===== src/rtl/core/tdiff_pkg.sv =====
// tdiff_pkg: shared constants and types of the tracking differentiator
// holds channel count, register codes and the multiply unit request/response types
// no dependencies
`default_nettype none

package tdiff_pkg;

	// number of channels held in the state memory
	localparam int unsigned CHANNELS = 16;
	localparam int unsigned CH_IDX_W = (CHANNELS > 1) ? $clog2(CHANNELS) : 1;

	// configuration register indexes and reset values
	localparam logic REG_ACCEL_GAIN   = 1'b0;
	localparam logic REG_DAMPING_GAIN = 1'b1;
	localparam logic [39:0] ACCEL_GAIN_RESET   = 40'd1010640;
	localparam logic [31:0] DAMPING_GAIN_RESET = 32'd11372;

	// rescale codes of the multiply unit (right shift after rounding)
	localparam logic [1:0] SCALE_0  = 2'd0;
	localparam logic [1:0] SCALE_8  = 2'd1;
	localparam logic [1:0] SCALE_24 = 2'd2;
	localparam logic [1:0] SCALE_48 = 2'd3;

	// one channel's stored estimates, signed Q32.16 each
	typedef struct packed {
		logic [47:0] pos;
		logic [47:0] vel;
		logic [47:0] acc;
	} tdiff_entry_t;

	// request to the multiply unit
	typedef struct packed {
		logic        start;
		logic [48:0] x;         // signed operand
		logic [47:0] y;         // unsigned operand
		logic [1:0]  scale;
		logic        wide_lim;  // clamp to 62 bits instead of 48
	} mul_cmd_t;

	// response of the multiply unit
	typedef struct packed {
		logic        done;
		logic [61:0] value;     // signed, rounded and clamped
	} mul_rsp_t;

endpackage

`default_nettype wire


===== src/rtl/core/tdiff_mul.sv =====
// tdiff_mul: sequential signed-by-unsigned multiply with round half up and clamp
// one 32x32 multiplier, four partial products into a wide accumulator
// depends on tdiff_pkg
`default_nettype none

module tdiff_mul
	import tdiff_pkg::*;
(
	input  wire      clk,
	input  wire      arst_n,
	input  mul_cmd_t cmd,
	output mul_rsp_t rsp
);

	logic        busy_q;
	logic [2:0]  step_q;
	logic        pp_vld_s1;
	logic        done_q;
	logic        neg_q;
	logic [48:0] m_q;
	logic [47:0] y_q;
	logic [1:0]  scale_q;
	logic        wide_q;
	logic [97:0] acc_q;
	logic [63:0] pp_s1;
	logic [1:0]  sh_s1;
	logic [61:0] value_q;

	logic [48:0] mag;
	logic [97:0] rnd;
	logic [31:0] limb_a;
	logic [31:0] limb_b;
	logic [63:0] pp_next;
	logic [97:0] addend;
	logic [97:0] shifted;
	logic [97:0] lim_w;
	logic [61:0] mag_sat;
	logic [61:0] value_next;
	logic        finish;

	// magnitude of the operand and rounding offset, folded into the accumulator start
	always_comb begin
		mag = cmd.x[48] ? (49'd0 - cmd.x) : cmd.x;
		case (cmd.scale)
			SCALE_0:  rnd = 98'd0;
			SCALE_8:  rnd = 98'd1 << 7;
			SCALE_24: rnd = 98'd1 << 23;
			SCALE_48: rnd = 98'd1 << 47;
			default:  rnd = 98'd0;
		endcase
		if (cmd.x[48] && cmd.scale != SCALE_0) begin
			rnd = rnd - 98'd1;
		end
	end

	// partial product selection: step bit 1 picks the limb of x, bit 0 the limb of y
	assign limb_a  = step_q[1] ? {15'd0, m_q[48:32]} : m_q[31:0];
	assign limb_b  = step_q[0] ? {16'd0, y_q[47:32]} : y_q[31:0];
	assign pp_next = limb_a * limb_b;

	// alignment of the registered partial product
	always_comb begin
		case (sh_s1)
			2'd0:    addend = 98'(pp_s1);
			2'd1:    addend = 98'(pp_s1) << 32;
			2'd2:    addend = 98'(pp_s1) << 64;
			default: addend = 98'd0;
		endcase
	end

	// rescale, clamp and restore the sign
	always_comb begin
		case (scale_q)
			SCALE_0:  shifted = acc_q;
			SCALE_8:  shifted = acc_q >> 8;
			SCALE_24: shifted = acc_q >> 24;
			SCALE_48: shifted = acc_q >> 48;
			default:  shifted = acc_q;
		endcase
		lim_w = wide_q ? (98'd1 << 61) : (98'd1 << 47);
		if (neg_q) begin
			mag_sat = (shifted > lim_w) ? lim_w[61:0] : shifted[61:0];
		end else begin
			mag_sat = (shifted >= lim_w) ? (lim_w[61:0] - 62'd1) : shifted[61:0];
		end
		value_next = neg_q ? (62'd0 - mag_sat) : mag_sat;
	end

	assign finish = busy_q && step_q[2] && !pp_vld_s1;

	// control
	always_ff @(posedge clk or negedge arst_n) begin
		if (!arst_n) begin
			busy_q    <= 1'b0;
			step_q    <= 3'd0;
			pp_vld_s1 <= 1'b0;
			done_q    <= 1'b0;
		end else begin
			done_q <= 1'b0;
			if (!busy_q) begin
				if (cmd.start) begin
					busy_q <= 1'b1;
					step_q <= 3'd0;
				end
			end else if (!step_q[2]) begin
				pp_vld_s1 <= 1'b1;
				step_q    <= step_q + 3'd1;
			end else if (pp_vld_s1) begin
				pp_vld_s1 <= 1'b0;
			end else begin
				busy_q <= 1'b0;
				done_q <= 1'b1;
			end
		end
	end

	// operands, partial products and accumulator
	always_ff @(posedge clk) begin
		if (!busy_q && cmd.start) begin
			neg_q   <= cmd.x[48];
			m_q     <= mag;
			y_q     <= cmd.y;
			scale_q <= cmd.scale;
			wide_q  <= cmd.wide_lim;
			acc_q   <= rnd;
		end else if (pp_vld_s1) begin
			acc_q <= acc_q + addend;
		end
		if (busy_q && !step_q[2]) begin
			pp_s1 <= pp_next;
			sh_s1 <= {1'b0, step_q[0]} + {1'b0, step_q[1]};
		end
		if (finish) begin
			value_q <= value_next;
		end
	end

	assign rsp.done  = done_q;
	assign rsp.value = value_q;

endmodule

`default_nettype wire


===== config.mk =====
export PLATFORM = sky130hd
export DESIGN_NAME = tdiff_mul
export DESIGN_NICKNAME = d
export VERILOG_FILES = /design/src/rtl/core/tdiff_pkg.sv /design/src/rtl/core/tdiff_mul.sv
export SDC_FILE = /design/constraint.sdc
export NUM_CORES = 2
export LEC_CHECK = 0
export ABC_CLOCK_PERIOD_IN_PS = 11900
export BUFFER_PORTS_ARGS = -buffer_cell sky130_fd_sc_hd__clkbuf_2
export CORE_MARGIN = 2
export CORE_UTILIZATION = 40
export CTS_BUF_LIST = sky130_fd_sc_hd__clkbuf_16
export CTS_CLUSTER_DIAMETER = 150
export DETAILED_ROUTE_END_ITERATION = 6
export GPL_TIMING_DRIVEN = 0
export PLACE_DENSITY = 0.61
export SYNTH_ARGS = -nofsm -noshare
export SYNTH_HDL_FRONTEND = slang
export SYNTH_SLANG_ARGS = --single-unit

===== constraint.sdc =====
create_clock -name clk -period 11.9 [get_ports clk]
set_input_delay 0 -clock clk [delete_from_list [all_inputs] [get_ports clk]]
set_output_delay 0 -clock clk [all_outputs]
set_load 0.02 [all_outputs]

# Yosys cells after proc, flatten, opt, wreduce, memory -nomap -nowiden
# Index checks and enable logic that the tools add are counted.
# totals
register_bits	333
out_inout_bits	63
inputBits	103
# classes
eq_ne	9
magnitude_cmp	2
reduce_logical	15
addsub	7
muxes	25
n_mul	1
# ops
operator	n
98-bit one-hot mux with 4 select lines	2
62-bit two-way mux	5
98-bit two-way mux	3
98-bit one-hot mux with 3 select lines	1
98-bit adder	1
98-bit by 62-bit >= comparator with 1-bit output	1
98-bit by 62-bit > comparator with 1-bit output	1
98-bit by 1-bit subtractor with 98-bit output (second input constant)	1
32-bit by 32-bit multiplier with 64-bit output	1
32-bit two-way mux	2
1-bit by 62-bit subtractor with 62-bit output (first input constant)	1
62-bit by 1-bit subtractor with 62-bit output (second input constant)	1
1-bit by 49-bit subtractor with 49-bit output (first input constant)	1
48-bit two-way mux	1
2-bit equality test (second input constant)	5
3-bit two-way mux	3
1-bit two-way mux	8
2-bit by 1-bit equality test with 1-bit output (second input constant)	3
2-bit logical NOT	3
2-bit nonzero test	3
1-bit logical AND	5
3-bit by 1-bit adder with 3-bit output (second input constant)	1
1-bit logical NOT	3
1-bit by 1-bit adder with 2-bit output	1
2 further kinds	2

# Depth between registers and ports, before layout
# depth
depth_word	7
mapped_depth	33
mapped_depth_nobuf	30

# Least setup slack after synthesis
# No wires, ideal clock.
# synth_timing
path_kind	register to register
from	reg step_q[0]
to	reg pp_s1[63], data pin
required_time_ns	11.638
stages_incl_launch_ff	30
synth_period_minus_slack_ns	8.780
path_buffers	3
arrival_ns	8.518
slack_ns	3.120
path_cell_list	dfrtp_1 -> clkbuf_1 -> buf_1 -> mux2i_1 -> clkbuf_1 -> nor2_1 -> fa_1 -> fa_1 -> fa_1 -> inv_1 -> fa_1 -> inv_1 -> fa_1 -> fa_1 -> fa_1 -> inv_1 -> fa_1 -> inv_1 -> ha_1 -> a21oi_1 -> o21ai_0 -> a221oi_1 -> nor2_1 -> nor3_1 -> nor2_1 -> a311oi_1 -> a21oi_1 -> a211o_1 -> o31ai_1 -> xnor2_1
# synth_between
elab_chain_len	2
# synth_lines
item	line_no	source
from (decl)	tdiff_mul.sv:16	logic [2:0] step_q;
from (signal assigned)	tdiff_mul.sv:107	step_q <= step_q + 3'd1;
32-bit two-way mux	tdiff_mul.sv:58	assign limb_b = step_q[0] ? {16'd0, y_q[47:32]} : y_q[31:0];
32-bit by 32-bit multiplier with 64-bit output	tdiff_mul.sv:59	assign pp_next = limb_a * limb_b;
via pp_next[63]	tdiff_mul.sv:33	logic [63:0] pp_next;
to (signal assigned)	tdiff_mul.sv:130	pp_s1 <= pp_next;
to (decl)	tdiff_mul.sv:25	logic [63:0] pp_s1;
# The timed path passes the listed nets, and every way through them passes these cells.
# A chain may end at the register's enable or synchronous reset.

# Worst setup path after layout
# layout_timing
from	reg step_q[1]
to	reg pp_s1[63], data pin
# layout_between
elab_chain_len	2
# layout_lines
item	line_no	source
32-bit two-way mux	tdiff_mul.sv:57	assign limb_a = step_q[1] ? {15'd0, m_q[48:32]} : m_q[31:0];
32-bit by 32-bit multiplier with 64-bit output	tdiff_mul.sv:59	
via pp_next[63]	tdiff_mul.sv:33	
# The timed path passes the listed nets, and every way through them passes these cells.

==> flow_metrics.tcl <==
set metrics [dict create \
    clk-insertion-delay-late_ns 0.66 \
    largest_net_degree_at_the_start_of_global_routing 64 \
    max_clock_freq_mhz 86.71 \
    yosysTopAreaCell "fa_1" \
    synth_top_area_share_pct 31.94 \
    hpwlAfterDp_um 193900 \
    synth_top_flop_cell "edfxtp_1" \
    routed-wl-met2_um 106200 \
    grt_remaining_overflow 0 \
    worstPathMaxFanout 10 \
    synth_sequential_area_ratio_pct 17.73 \
    final_routed_wire_length_divided_by_cell_count_um 27.89 \
    first_global_vias 49150 \
    max-clock-path-buffers 3 \
    die_width_um 378.9 \
    violation_count_after_the_first_detailed_routing_iteration 4634 \
    placementRows 137 \
    worstPathArrival_ns 11.92 \
    die_area_um2 143600 \
    met3_wirelength_um 21360 \
    max_cap_viol_count 1 \
    post_route_clock_period_utilization_pct 96.92 \
    cts_max_level 2 \
    grtUsageTotal_pct 33.01 \
    port_buffers 165 \
    fp.dieH_um 378.9 \
    violations "capacitance limit" \
    timing.final.hold_violations 0 \
    ys_warn_count 0 \
    clock_sink_count 333 \
    finClkSkew_ns 0.02774 \
    layout_common_cells "inv_1, fa_1, nor2_1" \
    layout_min_cycle_time_ns 11.53 \
    finish.net_count 7894 \
    core-area_um2 139500 \
    slowest_delay_ns 1.21 \
    worstSetupPathType "flip-flop to flip-flop" \
    tightestPinTransition_ns 1.493 \
    setup_violations 0 \
    globalplace.congestion 1.075 \
    cp-end-kind "flip-flop" \
    max-slew-margin-rel_pct 0.2732 \
    unrepaired_setup_endpoints_after_global_routing "no" \
    ys_async_sr_fraction_pct 1.802 \
    drt-total-wl_um 235300 \
    post_synth.cell_area_avg_um2 9.126 \
    first_pass_iteration_count_of_the_detailed_router 6 \
    initial_core_util_pct 40.29 \
    yosys.cell_types.count 87 \
    hold_path_class "input pin to flip-flop" \
    cts.clk_slew.worst_paths_ns 0.06 \
    synth_enable_flop_cells 327 \
    most_common_cell_after_layout_fill_and_taps_aside "inv_1" \
    tritoncts.num_buffers 45 \
    cts_tree "yes" \
    final_design_area_no_fill_um2 62600 \
    cp_slowest_cell "nor2b_1" \
    antenna_found_initial 4 \
    critical_path_required_ns 12.29 \
    netlist_area_um2 56220 \
    vias_per_cell 5.703 \
    drc 0 \
    drv_slew 0 \
    route.vias.total 48120 \
    routed.top_layer "met5" \
    ioPinCount 166 \
    filler_cell_count 13800 \
    dpl-instance-area_um2 59630 \
    drt.antenna.violating_nets 0 \
    outcome "complete, but fails checks" \
    layout_area_overhead_pct 11.36 \
    root_buffer "clkbuf_16" \
    synth.ff_latch_count 333 \
    syn_nets 7531 \
    cp_common_cell "fa_1" \
    route.layer.met1.wl_um 84740 \
    post_route_cells_drive_above_1_share_pct 6.724 \
    grt_pass1_wl_um 340000 \
    synth_cells 6160 \
    critical_path.startpoint_type "flip-flop" \
    synth.top_cells.by_area "fa_1, edfxtp_1, ha_1, inv_1, nor2_1" \
]
==> final timing paths <==
path                       startpoint   endpoint  slack [ns]  cells after the start
max                         step_q[1]  pp_s1[63]        0.37                     30
min                           cmd[22]    y_q[19]        0.05                      2
max reg2reg                 step_q[1]  pp_s1[63]        0.37                     30
min reg2reg                 step_q[2]  step_q[2]        0.53                      2
max in group asynchronous      arst_n  step_q[2]       11.36                      3
min in group asynchronous      arst_n  step_q[0]        0.30                      3
==> area by class of cell <==
cell class                      count  area (um2)  area share [%]
Antenna cell                        2       5.005        0.007995
Multi-Input combinational cell   4509       41280           65.95
Timing Repair Buffer              316        2411           3.851
Clock inverter                     37       350.3          0.5596
Tap cell                         1876        2347           3.750
Buffer                            333        1385           2.213
Inverter                          985        3697           5.906
Clock buffer                       46        1151           1.839
Sequential cell                   333        9970           15.93
==> registers in the layout, indices dropped and copies added, names as in the netlist <==
signal / count
acc_q: 98
busy_q: 1
done_q: 1
m_q: 49
neg_q: 1
pp_s1: 64
pp_vld_s1: 1
scale_q: 2
sh_s1: 2
step_q: 3
value_q: 62
wide_q: 1
y_q: 48
==> stage by stage <==
stage,util (%),setup slack [ns],instances,setup TNS (ns),hold slack [ns]
4_1_cts,44.82,0.09134,8433,0,0.02524
5_1_grt,44.86,0.06260,8436,0,0.06228
6_report,44.87,0.3667,8437,0,0.05464
3_3_place_gp,42.56,-1.251,8201,-16.98,-0.1574
2_1_floorplan,-,3.120,6160,0,-0.2956
3_5_place_dp,42.74,-0.7654,8213,-6.928,-0.1522
==> per-layer routing <==
layer | GRT usage, % | vias up
li1 | - | 20700
met4 | 25.84 | 6
met3 | 6.796 | 799
met1 | 38.87 | 23910
met5 | 0 | -
met2 | 52.66 | 2702
==> critical path: cells and delay by family (launching register included) <==
family	cells	cell delay, ns
AO/OA/AOI/OAI	5	1.43
adder cells (fa/ha/maj)	9	4.52
XOR/XNOR	1	0.11
flip-flops	1	0.57
AND/OR/NAND/NOR	7	2.65
buffers and inverters	8	1.96
==> Yosys cell counts (35+ instances only) <==
cell      count
inv_1       985
fa_1        897
nor2_1      821
nand2_1     635
ha_1        371
edfxtp_1    327
clkbuf_1    290
a21oi_1     258
o21ai_0     234
xnor2_1     141
a21o_1      105
mux2i_1      92
nand3_1      68
xor2_1       63
nor3_1       62
nor2b_1      57
nand2b_1     54
mux4_2       50
and2_1       48
nand4_1      48
a31oi_1      36
a22o_1       35
==> repair_timing <==
action | in CTS | in global routing
gates resized for setup | 8 | 21
hold buffers | 135 | 0
endpoints found under the setup margin | 19 | 8
hold endpoints to repair | 112 | 0
setup buffers | 2 | 2
==> logic make-up (layout without fill, tap and decap cells) <==
kind of cell	after synthesis	in the layout	synth area share (%)
other	0	2	0
flip-flops	333	333	17.73
buffers and inverters	1318	1717	8.976
adder cells (fa/ha/maj)	1268	1268	40.20
AND/OR/NAND/NOR	1948	1948	15.22
multiplexers	175	175	4.302
XOR/XNOR	204	204	3.178
AO/OA/AOI/OAI	914	914	10.39
Power is left out: the tool's default activity adds up to more than one toggle a clock period on the data nets, which glitch-free logic cannot reach.
